`src/hw/rtl/chs_pkg.sv`:
```
// shared types and constants of the chained hash set
package chs_pkg;

    // defaults of the top-level parameters
    localparam int BUCKETS_DEF    = 7;
    localparam int POOL_NODES_DEF = 64;
    localparam int VALUE_BITS_DEF = 10;

    // fixed field widths on the streams
    localparam int FUNC_W   = 2;
    localparam int ITEM_W   = 10;
    localparam int STATUS_W = 2;
    localparam int BIDX_W   = 3;
    localparam int S_DATA_W = 16;
    localparam int M_DATA_W = 8;

    // operation codes
    localparam logic [FUNC_W-1:0] OP_INSERT = 2'd0;
    localparam logic [FUNC_W-1:0] OP_SEARCH = 2'd1;
    localparam logic [FUNC_W-1:0] OP_REMOVE = 2'd2;

    // result codes
    typedef enum logic [STATUS_W-1:0] {
        ST_DONE      = 2'd0,
        ST_NOT_FOUND = 2'd1,
        ST_FULL      = 2'd2
    } t_status;

    // controller to datapath
    typedef struct packed {
        logic    load_in;      // latch value, start the remainder unit
        logic    walk_init;    // cur <= head of bucket, prev <= null
        logic    alloc_fresh;  // take the next never-used node
        logic    pop_rd;       // read top of free stack
        logic    pop_take;     // take popped node, shrink stack
        logic    link;         // write node, link it at the head
        logic    walk_rd;      // read value and next of cur
        logic    walk_adv;     // prev <= cur, cur <= next
        logic    unlink;       // bypass cur, push it on the free stack
        logic    set_status;
        t_status status_code;
        logic    res_load;     // move result into the output register
    } t_cmd;

    // datapath to controller
    typedef struct packed {
        logic mod_done;
        logic stk_empty;
        logic pool_full;
        logic cur_valid;
        logic match;
    } t_stat;

endpackage

```
`src/hw/rtl/chs_mod.sv`:
```
// remainder of a value by the bucket count, by reciprocal multiplication
module chs_mod #(
    parameter int BUCKETS = chs_pkg::BUCKETS_DEF,
    parameter int VW      = chs_pkg::VALUE_BITS_DEF
) (
    input  logic                       i_clk,
    input  logic                       i_rst_n,
    input  logic                       i_start,
    input  logic [VW-1:0]              i_value,
    output logic                       o_done,
    output logic [$clog2(BUCKETS)-1:0] o_rem
);

    localparam int BW  = $clog2(BUCKETS);
    // quotient = (value * ceil(2^SH / BUCKETS)) >> SH, exact for all VW-bit values
    localparam int SH  = VW + BW;
    localparam int MW  = VW + 2;
    localparam int PRW = SH + VW;
    localparam int EW  = VW + BW;
    localparam logic [MW-1:0] RECIP = MW'(((1 << SH) + BUCKETS - 1) / BUCKETS);
    localparam logic [EW-1:0] BK    = EW'(BUCKETS);

    logic [VW-1:0] r_value;
    logic [VW-1:0] r_quot;
    logic [BW-1:0] r_rem;
    logic          r_st_mul;
    logic          r_st_sub;
    logic          r_done;

    logic [PRW-1:0] w_prod;
    logic [EW-1:0]  w_diff;

    always_comb begin
        w_prod = PRW'(r_value) * PRW'(RECIP);
        w_diff = EW'(r_value) - EW'(r_quot) * BK;
    end

    // multiply step, subtract step, then done for one cycle
    always_ff @(posedge i_clk) begin
        if (!i_rst_n) begin
            r_st_mul <= 1'b0;
            r_st_sub <= 1'b0;
            r_done   <= 1'b0;
        end else begin
            r_st_mul <= i_start;
            r_st_sub <= r_st_mul;
            r_done   <= r_st_sub;
        end
    end

    always_ff @(posedge i_clk) begin
        if (i_start) begin
            r_value <= i_value;
        end
        if (r_st_mul) begin
            r_quot <= w_prod[SH +: VW];
        end
        if (r_st_sub) begin
            r_rem <= w_diff[BW-1:0];
        end
    end

    assign o_done = r_done;
    assign o_rem  = r_rem;

endmodule

```
`src/hw/rtl/chs_dp.sv`:
```
// datapath: bucket heads, node memories, free stack and result register
module chs_dp #(
    parameter int BUCKETS    = chs_pkg::BUCKETS_DEF,
    parameter int POOL_NODES = chs_pkg::POOL_NODES_DEF,
    parameter int VW         = chs_pkg::VALUE_BITS_DEF
) (
    input  logic                          i_clk,
    input  logic                          i_rst_n,
    input  chs_pkg::t_cmd                 i_cmd,
    output chs_pkg::t_stat                o_st,
    input  logic [chs_pkg::ITEM_W-1:0]    i_value,
    output logic [chs_pkg::STATUS_W-1:0]  o_status,
    output logic [chs_pkg::BIDX_W-1:0]    o_bucket_index
);
    import chs_pkg::*;

    localparam int BW = $clog2(BUCKETS);
    localparam int IW = $clog2(POOL_NODES);
    localparam int CW = IW + 1;
    localparam int LW = IW + 1;   // link: valid bit on top of node index

    logic [VW-1:0] r_value;
    logic [BW-1:0] w_bucket;
    logic          w_mod_done;

    logic [LW-1:0] r_head [BUCKETS];
    logic [VW-1:0] r_node_value [POOL_NODES];
    logic [LW-1:0] r_node_next  [POOL_NODES];
    logic [IW-1:0] r_stack      [POOL_NODES];

    logic [CW-1:0] r_fresh;
    logic [CW-1:0] r_stk_cnt;
    logic [IW-1:0] r_stk_rd;
    logic [IW-1:0] r_node;
    logic [LW-1:0] r_cur;
    logic [LW-1:0] r_prev;
    logic [VW-1:0] r_rd_value;
    logic [LW-1:0] r_rd_next;
    t_status       r_status;
    t_status       r_out_status;
    logic [BIDX_W-1:0] r_out_bucket;

    logic [IW-1:0] w_cur_idx;
    logic [CW-1:0] w_stk_top;
    logic [BW+BIDX_W-1:0] w_bucket_ext;

    assign w_cur_idx    = r_cur[IW-1:0];
    assign w_stk_top    = r_stk_cnt - 1'b1;
    assign w_bucket_ext = {{BIDX_W{1'b0}}, w_bucket};

    chs_mod #(
        .BUCKETS (BUCKETS),
        .VW      (VW)
    ) u_mod (
        .i_clk   (i_clk),
        .i_rst_n (i_rst_n),
        .i_start (i_cmd.load_in),
        .i_value (i_value[VW-1:0]),
        .o_done  (w_mod_done),
        .o_rem   (w_bucket)
    );

    always_ff @(posedge i_clk) begin
        if (i_cmd.load_in) begin
            r_value <= i_value[VW-1:0];
        end
    end

    // chain heads, valid bits cleared by reset
    always_ff @(posedge i_clk) begin
        if (!i_rst_n) begin
            for (int i = 0; i < BUCKETS; i++) begin
                r_head[i] <= '0;
            end
        end else if (i_cmd.link) begin
            r_head[w_bucket] <= {1'b1, r_node};
        end else if (i_cmd.unlink && !r_prev[LW-1]) begin
            r_head[w_bucket] <= r_rd_next;
        end
    end

    // node memories
    always_ff @(posedge i_clk) begin
        if (i_cmd.link) begin
            r_node_value[r_node] <= r_value;
        end
        if (i_cmd.walk_rd) begin
            r_rd_value <= r_node_value[w_cur_idx];
        end
    end

    always_ff @(posedge i_clk) begin
        if (i_cmd.link) begin
            r_node_next[r_node] <= r_head[w_bucket];
        end else if (i_cmd.unlink && r_prev[LW-1]) begin
            r_node_next[r_prev[IW-1:0]] <= r_rd_next;
        end
        if (i_cmd.walk_rd) begin
            r_rd_next <= r_node_next[w_cur_idx];
        end
    end

    // free stack of returned nodes
    always_ff @(posedge i_clk) begin
        if (i_cmd.unlink) begin
            r_stack[r_stk_cnt[IW-1:0]] <= w_cur_idx;
        end
        if (i_cmd.pop_rd) begin
            r_stk_rd <= r_stack[w_stk_top[IW-1:0]];
        end
    end

    always_ff @(posedge i_clk) begin
        if (!i_rst_n) begin
            r_fresh   <= '0;
            r_stk_cnt <= '0;
            r_cur     <= '0;
            r_prev    <= '0;
        end else begin
            if (i_cmd.alloc_fresh) begin
                r_fresh <= r_fresh + 1'b1;
            end
            if (i_cmd.pop_take) begin
                r_stk_cnt <= w_stk_top;
            end else if (i_cmd.unlink) begin
                r_stk_cnt <= r_stk_cnt + 1'b1;
            end
            if (i_cmd.walk_init) begin
                r_cur  <= r_head[w_bucket];
                r_prev <= '0;
            end else if (i_cmd.walk_adv) begin
                r_prev <= r_cur;
                r_cur  <= r_rd_next;
            end
        end
    end

    always_ff @(posedge i_clk) begin
        if (i_cmd.alloc_fresh) begin
            r_node <= r_fresh[IW-1:0];
        end else if (i_cmd.pop_take) begin
            r_node <= r_stk_rd;
        end
        if (i_cmd.set_status) begin
            r_status <= i_cmd.status_code;
        end
        if (i_cmd.res_load) begin
            r_out_status <= r_status;
            r_out_bucket <= w_bucket_ext[BIDX_W-1:0];
        end
    end

    always_comb begin
        o_st.mod_done  = w_mod_done;
        o_st.stk_empty = (r_stk_cnt == '0);
        o_st.pool_full = (r_fresh == CW'(POOL_NODES));
        o_st.cur_valid = r_cur[LW-1];
        o_st.match     = (r_rd_value == r_value);
    end

    assign o_status       = r_out_status;
    assign o_bucket_index = r_out_bucket;

endmodule

```
`src/hw/rtl/chs_ctrl.sv`:
```
// controller state machine of the chained hash set
module chs_ctrl (
    input  logic                       i_clk,
    input  logic                       i_rst_n,
    input  logic                       i_s_tvalid,
    output logic                       o_s_tready,
    input  logic [chs_pkg::FUNC_W-1:0] i_func,
    output logic                       o_m_tvalid,
    input  logic                       i_m_tready,
    input  chs_pkg::t_stat             i_st,
    output chs_pkg::t_cmd              o_cmd
);
    import chs_pkg::*;

    typedef enum logic [2:0] {
        S_IDLE,
        S_HASH,
        S_ALLOC,
        S_POP,
        S_LINK,
        S_WCHK,
        S_WCMP,
        S_RES
    } t_state;

    t_state            r_state, n_state;
    logic [FUNC_W-1:0] r_op;
    logic              r_m_tvalid;
    t_cmd              w_cmd;

    always_comb begin
        n_state = r_state;
        w_cmd   = '0;
        w_cmd.status_code = ST_NOT_FOUND;
        case (r_state)
            S_IDLE: begin
                if (i_s_tvalid) begin
                    w_cmd.load_in = 1'b1;
                    n_state = S_HASH;
                end
            end
            S_HASH: begin
                if (i_st.mod_done) begin
                    case (r_op)
                        OP_INSERT: begin
                            n_state = S_ALLOC;
                        end
                        OP_SEARCH, OP_REMOVE: begin
                            w_cmd.walk_init = 1'b1;
                            n_state = S_WCHK;
                        end
                        default: begin
                            w_cmd.set_status  = 1'b1;
                            w_cmd.status_code = ST_NOT_FOUND;
                            n_state = S_RES;
                        end
                    endcase
                end
            end
            S_ALLOC: begin
                if (!i_st.stk_empty) begin
                    w_cmd.pop_rd = 1'b1;
                    n_state = S_POP;
                end else if (!i_st.pool_full) begin
                    w_cmd.alloc_fresh = 1'b1;
                    n_state = S_LINK;
                end else begin
                    w_cmd.set_status  = 1'b1;
                    w_cmd.status_code = ST_FULL;
                    n_state = S_RES;
                end
            end
            S_POP: begin
                w_cmd.pop_take = 1'b1;
                n_state = S_LINK;
            end
            S_LINK: begin
                w_cmd.link        = 1'b1;
                w_cmd.set_status  = 1'b1;
                w_cmd.status_code = ST_DONE;
                n_state = S_RES;
            end
            S_WCHK: begin
                if (i_st.cur_valid) begin
                    w_cmd.walk_rd = 1'b1;
                    n_state = S_WCMP;
                end else begin
                    w_cmd.set_status  = 1'b1;
                    w_cmd.status_code = ST_NOT_FOUND;
                    n_state = S_RES;
                end
            end
            S_WCMP: begin
                if (i_st.match) begin
                    w_cmd.set_status  = 1'b1;
                    w_cmd.status_code = ST_DONE;
                    w_cmd.unlink      = (r_op == OP_REMOVE);
                    n_state = S_RES;
                end else begin
                    w_cmd.walk_adv = 1'b1;
                    n_state = S_WCHK;
                end
            end
            S_RES: begin
                if (!r_m_tvalid || i_m_tready) begin
                    w_cmd.res_load = 1'b1;
                    n_state = S_IDLE;
                end
            end
            default: begin
                n_state = S_IDLE;
            end
        endcase
    end

    always_ff @(posedge i_clk) begin
        if (!i_rst_n) begin
            r_state    <= S_IDLE;
            r_op       <= OP_INSERT;
            r_m_tvalid <= 1'b0;
        end else begin
            r_state    <= n_state;
            r_m_tvalid <= (r_m_tvalid && !i_m_tready) || w_cmd.res_load;
            if (w_cmd.load_in) begin
                r_op <= i_func;
            end
        end
    end

    assign o_s_tready = (r_state == S_IDLE);
    assign o_m_tvalid = r_m_tvalid;
    assign o_cmd      = w_cmd;

endmodule

```
`src/hw/rtl/chained_hash_set.sv`:
```
// top level of the chained hash set: controller, datapath and assertions
//
// Keeps a set of values in BUCKETS chains picked by value mod BUCKETS, with
// nodes drawn from a pool of POOL_NODES. One item is worked at a time; the
// next item is taken as soon as the previous result sits in the output
// register, even if the sink has not yet taken it. Every item first goes
// through the remainder unit, a reciprocal multiply and a subtract in two
// registered steps. After that an insert takes a node, reusing a removed
// node from the free stack if there is one, links it and hands over the
// result; a search or remove walks the chain, each hop being one registered
// read of the node memories, and then hands over a hit or closes a miss.
// A full output register holds the item until the sink takes the older
// result. The pool starts empty with no clearing pass: never-used nodes are
// handed out from a fill count, and removed nodes return on a free stack.
// Duplicates get nodes of their own and the newest copy, nearest the chain
// head, is the one found or removed.
module chained_hash_set #(
    parameter int BUCKETS    = chs_pkg::BUCKETS_DEF,
    parameter int POOL_NODES = chs_pkg::POOL_NODES_DEF,
    parameter int VALUE_BITS = chs_pkg::VALUE_BITS_DEF
) (
    input  logic                         i_clk,
    input  logic                         i_rst_n,
    // input items
    input  logic                         i_s_tvalid,
    output logic                         o_s_tready,
    input  logic [chs_pkg::S_DATA_W-1:0] i_s_tdata,   // [9:0] item_value, rest zero
    input  logic [chs_pkg::FUNC_W-1:0]   i_s_tuser,   // [1:0] func
    // result items
    output logic                         o_m_tvalid,
    input  logic                         i_m_tready,
    output logic [chs_pkg::M_DATA_W-1:0] o_m_tdata,   // [2:0] bucket_index, rest zero
    output logic [chs_pkg::STATUS_W-1:0] o_m_tuser    // [1:0] status
);
    import chs_pkg::*;

    // only the low bits of the value field take part
    localparam int VW = (VALUE_BITS < ITEM_W) ? VALUE_BITS : ITEM_W;

    t_cmd  w_cmd;
    t_stat w_st;
    logic [BIDX_W-1:0] w_bucket_index;

    // sequencing of insert, walk and unlink
    chs_ctrl u_ctrl (
        .i_clk      (i_clk),
        .i_rst_n    (i_rst_n),
        .i_s_tvalid (i_s_tvalid),
        .o_s_tready (o_s_tready),
        .i_func     (i_s_tuser),
        .o_m_tvalid (o_m_tvalid),
        .i_m_tready (i_m_tready),
        .i_st       (w_st),
        .o_cmd      (w_cmd)
    );

    // storage: heads, node memories, free stack, result payload
    chs_dp #(
        .BUCKETS    (BUCKETS),
        .POOL_NODES (POOL_NODES),
        .VW         (VW)
    ) u_dp (
        .i_clk          (i_clk),
        .i_rst_n        (i_rst_n),
        .i_cmd          (w_cmd),
        .o_st           (w_st),
        .i_value        (i_s_tdata[ITEM_W-1:0]),
        .o_status       (o_m_tuser),
        .o_bucket_index (w_bucket_index)
    );

    assign o_m_tdata = M_DATA_W'(w_bucket_index);

    // an accepted item keeps the input side closed while it is worked
    a_busy_after_accept: assert property (@(posedge i_clk) disable iff (!i_rst_n)
        (i_s_tvalid && o_s_tready) |=> !o_s_tready)
        else $error("input taken while an item is in flight");

    // fresh nodes are only used once the free stack is drained
    a_fresh_order: assert property (@(posedge i_clk) disable iff (!i_rst_n)
        w_cmd.alloc_fresh |-> (w_st.stk_empty && !w_st.pool_full))
        else $error("fresh node taken with free nodes on the stack");

    // pool full reported only when no node is left anywhere
    a_full_real: assert property (@(posedge i_clk) disable iff (!i_rst_n)
        (w_cmd.set_status && (w_cmd.status_code == ST_FULL))
            |-> (w_st.stk_empty && w_st.pool_full))
        else $error("pool full reported with free nodes");

    // unlink only on a matching node
    a_unlink_match: assert property (@(posedge i_clk) disable iff (!i_rst_n)
        w_cmd.unlink |-> (w_st.match && w_st.cur_valid))
        else $error("unlink without a match");

    // a loaded result shows up on the output next cycle
    a_result_shown: assert property (@(posedge i_clk) disable iff (!i_rst_n)
        w_cmd.res_load |=> o_m_tvalid)
        else $error("result loaded but not presented");

endmodule

```
`config.mk`:
```
export PLATFORM = sky130hd
export DESIGN_NAME = chained_hash_set
export DESIGN_NICKNAME = d
export VERILOG_FILES = /design/src/hw/rtl/chs_pkg.sv /design/src/hw/rtl/chs_mod.sv /design/src/hw/rtl/chs_dp.sv /design/src/hw/rtl/chs_ctrl.sv /design/src/hw/rtl/chained_hash_set.sv
export SDC_FILE = /design/constraint.sdc
export NUM_CORES = 2
export LEC_CHECK = 0
export BUFFER_PORTS_ARGS = -buffer_cell sky130_fd_sc_hd__clkbuf_2
export CAP_MARGIN = 20
export CELL_PAD_IN_SITES_DETAIL_PLACEMENT = 0
export CELL_PAD_IN_SITES_GLOBAL_PLACEMENT = 1
export CORE_MARGIN = 3
export CORE_UTILIZATION = 36
export DETAILED_ROUTE_END_ITERATION = 8
export PLACE_DENSITY_LB_ADDON = 0.05
export SYNTH_ARGS = -nofsm -noshare
export SYNTH_HDL_FRONTEND = slang
export SYNTH_SLANG_ARGS = --single-unit
```
`constraint.sdc`:
```
create_clock -name i_clk -period 7.5 [get_ports i_clk]
set_clock_uncertainty 0.2 [all_clocks]
set_input_delay 0.375 -clock i_clk [delete_from_list [all_inputs] [get_ports i_clk]]
set_output_delay 0.375 -clock i_clk [all_outputs]
set_load 0.1 [all_outputs]
```
* Yosys cells after proc, flatten, opt, wreduce, memory -nomap -nowiden
Memory sizes are Yosys's and may differ from the RTL's. A register that Yosys moved wholly into a read port is not among the register bits.
Cells that the tools add are included.
** Storage, ports and cells
- Bits in registers :: 71
- Bits in writable memories :: 1521
- Bits of input ports :: 22
- Output and inout port bits :: 12
- Word-level logic and storage cells :: 124
- Memories :: 4
** Cells by class
- $add $sub $neg :: 4
- $mul :: 2
- Equal/unequal tests :: 14
- Muxes and demuxes :: 61
- Bitwise operators :: 2
- Reduce and logical (&&, ||, !) cells :: 20
** Memory list
- u_dp.r_node_value :: words 64, bits a word 10, rd ports 1, clocked after Yosys merged registers in 1, wr ports 1, RTL line chs_dp.sv:27 : logic [VW-1:0] r_node_value [POOL_NODES];
- u_dp.r_node_next :: words 64, bits a word 7, rd ports 1, clocked after Yosys merged registers in 1, wr ports 1, RTL line chs_dp.sv:28 : logic [LW-1:0] r_node_next [POOL_NODES];
- u_dp.r_stack :: words 64, bits a word 6, rd ports 1, clocked after Yosys merged registers in 1, wr ports 1, RTL line chs_dp.sv:29 : logic [IW-1:0] r_stack [POOL_NODES];
- u_dp.r_head :: words 7, bits a word 7, rd ports 1, clocked after Yosys merged registers in 1, wr ports 7, RTL line chs_dp.sv:26 : logic [LW-1:0] r_head [BUCKETS];
** Operators by type and width (number)
- $mux 7 :: 7
- $mux 3 :: 11
- $mux 1 :: 32
- $pmux 3 s8 :: 1
- $mul 10x11->21 const B :: 1
- $mux 6 :: 3
- $pmux 3 s5 :: 1
- $add 7x1->7 const B :: 2
- $reduce_or 7->1 :: 2
- $eq 3x3->1 const B :: 4
- $eq 10x10->1 :: 1
- $mul 8x3->3 const B :: 1
- $mux 2 :: 4
- $eq 7x7->1 const B :: 1
- $logic_not 7->1 :: 1
- $sub 7x1->7 const B :: 1
- $eq 3x2->1 const B :: 2
- $pmux 3 s2 :: 1
- $reduce_bool 2->1 :: 3
- $mux 4 :: 1
- $ne 2x1->1 const B :: 2
- $reduce_or 2->1 :: 2
- $eq 3x1->1 const B :: 1
- $logic_and 1x1->1 :: 3
- 12 further kinds :: 15

* Depth between registers and ports, before layout
- Word-level depth :: 11
- Mapped depth :: 15
- Depth with buffers taken out :: 15

* Hierarchy
From an unflattened synthesis, not the netlist that was laid out.
** Unflattened totals
- Cell total of the unflattened synthesis :: 3252
- Area, all modules :: 65389.0 µm²
** Modules (own cells, without submodules)
- chs_dp :: times used 1, cells each 3024, area an instance 62965.4 µm², sequential area each 47755.8 µm²
- chs_mod :: times used 1, cells each 151, area an instance 1810.5 µm², sequential area each 540.5 µm²
- chs_ctrl :: times used 1, cells each 71, area an instance 571.8 µm², sequential area each 120.1 µm²
- chained_hash_set :: times used 1, cells each 6, area an instance 41.3 µm², sequential area each 0.0 µm²

* Worst setup path before layout
No wires, ideal clock.
- Path type :: register to register
- From :: reg u_dp.r_value[0]
- To :: mem u_dp.r_node_next[0][5] (netlist bit) (data pin)
- Library setup time :: 549 ps
- Data arrival time :: 4250 ps
- Data required time :: 6751 ps
- Setup slack :: 2501 ps
- Stages on the path, launching flop included :: 7
- Buffers on the path :: 1
- Period minus slack after synthesis :: 4999 ps
- Cells stage by stage :: edfxtp_1 > xnor2_1 > nand2_1 > nor4_4 > nand2_2 > clkbuf_1 > a21oi_1
** Between the ends
- Longest elaborated chain between the ends :: 9
** RTL lines
- from (decl) :: RTL line chs_dp.sv:22 : logic [VW-1:0] r_value;
- from (signal assigned) :: RTL line chs_dp.sv:65 : r_value <= i_value[VW-1:0];
- $eq 10x10->1 :: RTL line chs_dp.sv:158 : o_st.match = (r_rd_value == r_value);
- $mux 4 :: RTL line chs_ctrl.sv:94 : if (i_st.match) begin
- $mux 2 :: RTL line chs_ctrl.sv:35 : case (r_state)
- $logic_and 1x1->1 :: RTL line chs_dp.sv:95 : end else if (i_cmd.unlink && r_prev[LW-1]) begin
- $mux 1 :: RTL line chs_dp.sv:95
- $mux 1 :: RTL line chs_dp.sv:93 : if (i_cmd.link) begin
- $mux 1 (implied by the code) :: RTL line chs_dp.sv:96 : r_node_next[r_prev[IW-1:0]] <= r_rd_next;
- $reduce_or 7->1 (no line)
- $mux 7 (no line)
- to (decl) :: RTL line chs_dp.sv:28
Every way passes these cells.

* Worst setup path in the final report
- From :: reg u_dp.r_value[7]
- To :: mem u_dp.r_node_next[10][3] (netlist bit) (data pin)
Same word-level chain as after synthesis.

==> metrics <==
vias per cell=5.31; ys async rst share=0%; Die W=~430 µm; Die Span Y=431 µm; Root Driver=clkbuf_16; Final Hold Vio Count=0; CP startpoint kind=register; Setup crit end kind=register; drt initial violations=2387; Worst EP required=just under 8 ns; Boundary Pins=34; RR Endpoint=u_dp.r_node_next[10][3]; Clock Path Buffers=3; crit-path leading delay family=simple AND/OR/NAND/NOR gates; PortBufs=22; top cell type's share of synthesized area=between 70% and 80%; peak supply drop=around 0.16 mV; hold endpoint=u_dp.r_value[2]; postcts setup bufs=0; Max Clock Freq=0.200 GHz; Final setup viols=0; Synth-to-Final Area Change=14.3%; Hold Crit Class=input port to register; clock-pin transition on the worst setup and hold timing paths=0.06 ns; total clock buffers created by CTS=between 150 and 200; Critical Path AT=5.33 ns; CTS tree=built; Min Clock Period, post-route=4.99 ns; cell taking the most area after synthesis=edfxtp_1; Worst-Skew Late Latency=roughly 0.8 ns; critical path fanouts, max=65; final antenna-violating net count=0; DR WL/cell=between 20 and 30 µm; global-route wire length before repair=about 240 mm; HP Start=i_s_tdata[2]; number of synthesized flops with an enable pin=approximately 1600; Mean Syn Cell Area=19.9 µm²; Core ar.=between 0.15 and 0.2 mm²; multi-input logic area=between 0.015 and 0.02 mm²; Cells on Worst Hold Path=2; H-tree Lvls=4; DP HPWL=around 100 mm; synthesized instance count=~3300; commonest non-fill, non-tap cell in the layout=edfxtp_1; kind of critical path=register to register; # clock sinks=1620; Ys Warns=0; worst-margin pin slew=about 1.1 ns; Total Neg Setup Slack=0 ns; RR Startpoint=u_dp.r_value[7]; Crit path top cell by count=buf_4; share of cells above drive strength 1=24.3%; sequential area share after synthesis=74.1%; Post-Route WL=between 150 and 200 mm; Cell Area, Synth=roughly 0.065 mm²; full die area=0.186 mm²; worst setup slack after layout=2.51 ns; final net count=roughly 3500; Worst Hold Slack=0.173 ns; r2r worst-path depth=7; Leak Pwr=between 20 and 25 nW; Tot GR Track Use=18.0%; RePlAce Congestion=roughly 0.78; Synth Register Bits=between 1500 and 2000; Synth area leaders=edfxtp_1 73%, mux4_2 15%, nor2_1 1.7%; total gr overflow=0; initial antenna violation count=3; Cell variety after synth=66; max-slew violation count=0; RSZ-0062 raised after global routing=false; fin crit share=approximately two thirds; slew margin rel.=roughly a quarter; CP Buf/Inv Count=2; Max-cap violations=0; reg-to-reg slack, setup=roughly 2.5 ns; row count=roughly 160; via count=31500; initial core utilization=a little over a third; status=complete, no violations; vias in the first global route=~33000; Worst path max stage delay=~0.9 ns; DRC violations left=0; crit path cell chain=buf_4 > xnor2_1 > nand4_2 > nor4_4 > nand2_2 > a21oi_4 > buf_4; CP max stage cell=a21oi_4; register area=about 0.048 mm²; top_reg_cell synth=edfxtp_1; First-pass DRT Iterations=7; largest net degree at the start of global routing=around 120; most frequent cells in the layout=1573 x edfxtp_1, 441 x mux4_2, 288 x nor2_1; Fillers=roughly 16000; PwrDens=260 mW/mm²; dpl ws=2.39 ns
## where the power goes
group | switching [mW] | internal, mW | total, mW
Combinational | 0.454 | 0.180 | 0.634
Sequential | 0.0291 | 10.1 | 10.1
Clock | 3.49 | 5.08 | 8.57
Total | 3.97 | 15.3 | 19.3
## synthesized netlist by cell type, drive strengths merged, types with 3 or more instances
cell type	instances
a21oi	30
a22oi	15
a31oi	25
a32oi	9
and2	10
and3	11
and3b	4
buf	77
clkbuf	102
dfxtp	47
edfxtp	1573
fa	13
ha	59
inv	54
mux2	7
mux2i	41
mux4	441
nand2	161
nand2b	16
nand3	57
nand3b	6
nand4	27
nor2	288
nor2b	21
nor3	17
nor3b	9
nor4	11
o2111ai	4
o21a	3
o21ai	24
o21bai	3
o221ai	5
o22a	4
o22ai	18
or2	5
or3	7
xnor2	23
xor2	13
## area by class of cell
type                            count  share of cell area (%)
Tap cell                         2355                    3.97
Clock inverter                    101                    1.27
Clock buffer                      223                    6.44
Sequential cell                  1620                    64.9
Multi-Input combinational cell   1418                    21.5
Timing Repair Buffer              149                    1.65
Antenna cell                        1                 0.00337
Inverter                           54                   0.273
## routing by layer
metal / GRT usage [%] / part of all wire (%) / vias to the layer above
li1: - / - / 13600
met1: 25.0 / 45 / 16900
met2: 29.2 / 49 / 675
met3: 2.67 / 4.0 / 249
met4: 5.76 / 2.8 / 0
met5: 0 / 0 / -
## per-stage QoR
step / area, µm² / utilization, % / std cells / total power [mW]
6_report: 74300 / 41.5 / 5921 / 19.3
3_3_place_gp: 68200 / 38.1 / 5562 / 10.9
5_1_grt: 74300 / 41.5 / 5920 / 20.0
4_1_cts: 74200 / 41.4 / 5911 / 19.5
3_5_place_dp: 68300 / 38.2 / 5572 / 10.9
2_1_floorplan: 65000 / - / 3271 / 10.6
## state kept, by name (all words and copies together) (netlist names), 2 cells and up, named ones only
signal	count
u_dp.r_node_value	640
u_dp.r_node_next	448
u_dp.r_stack	384
u_dp.r_head	56
u_dp.r_rd_value	10
u_dp.r_value	10
u_dp.r_cur	7
u_dp.r_fresh	7
u_dp.r_prev	7
u_dp.r_rd_next	7
u_dp.r_stk_cnt	7
u_dp.r_node	6
u_dp.r_stk_rd	6
u_ctrl.r_state	3
u_dp.o_bucket_index	3
u_dp.u_mod.o_rem	3
u_dp.u_mod.r_quot	3
u_ctrl.r_op	2
u_dp.o_status	2
u_dp.r_status	2
## worst max path at each step
| stage | startpoint | end | slack [ns] | cells past startpoint |
|---|---|---|---|---|
| final | u_dp.r_value[7] | u_dp.r_node_next[10][3] | 2.51 | 7 |
| after detailed placement | u_dp.r_value[7] | u_dp.r_node_next[12][3] | 2.39 | 7 |
| after global routing | u_dp.r_value[7] | u_dp.r_node_next[27][3] | 2.11 | 7 |
| after floorplan | u_dp.r_value[0] | u_dp.r_node_next[0][5] | 2.50 | 6 |
| after CTS | u_dp.r_value[7] | u_dp.r_node_next[10][3] | 2.36 | 7 |
| after global placement | u_dp.r_value[7] | u_dp.r_node_next[60][4] | 2.34 | 7 |
## kinds of logic (layout without fill, tap and decap cells)
logic type | Yosys count | count (layout) | share of synthesized area (%)
buf+inv | 233 | 527 | 1.57
flops | 1620 | 1620 | 74.1
simple gates | 660 | 660 | 4.63
compound gates | 156 | 156 | 1.62
xor+xnor | 36 | 36 | 0.485
mux | 489 | 489 | 16.0
other cells | 1 | 6 | 0.00577
fa+ha+maj | 72 | 72 | 1.54
## timing repair
| item | in CTS | in global routing |
|---|---|---|
| endpoints found under the hold margin | 36 | 0 |
| resized for setup | 0 | 0 |
| hold buffers | 15 | 0 |
| setup endpoints to repair | 0 | 0 |
No activity file was read; power rests on OpenSTA's default activity.
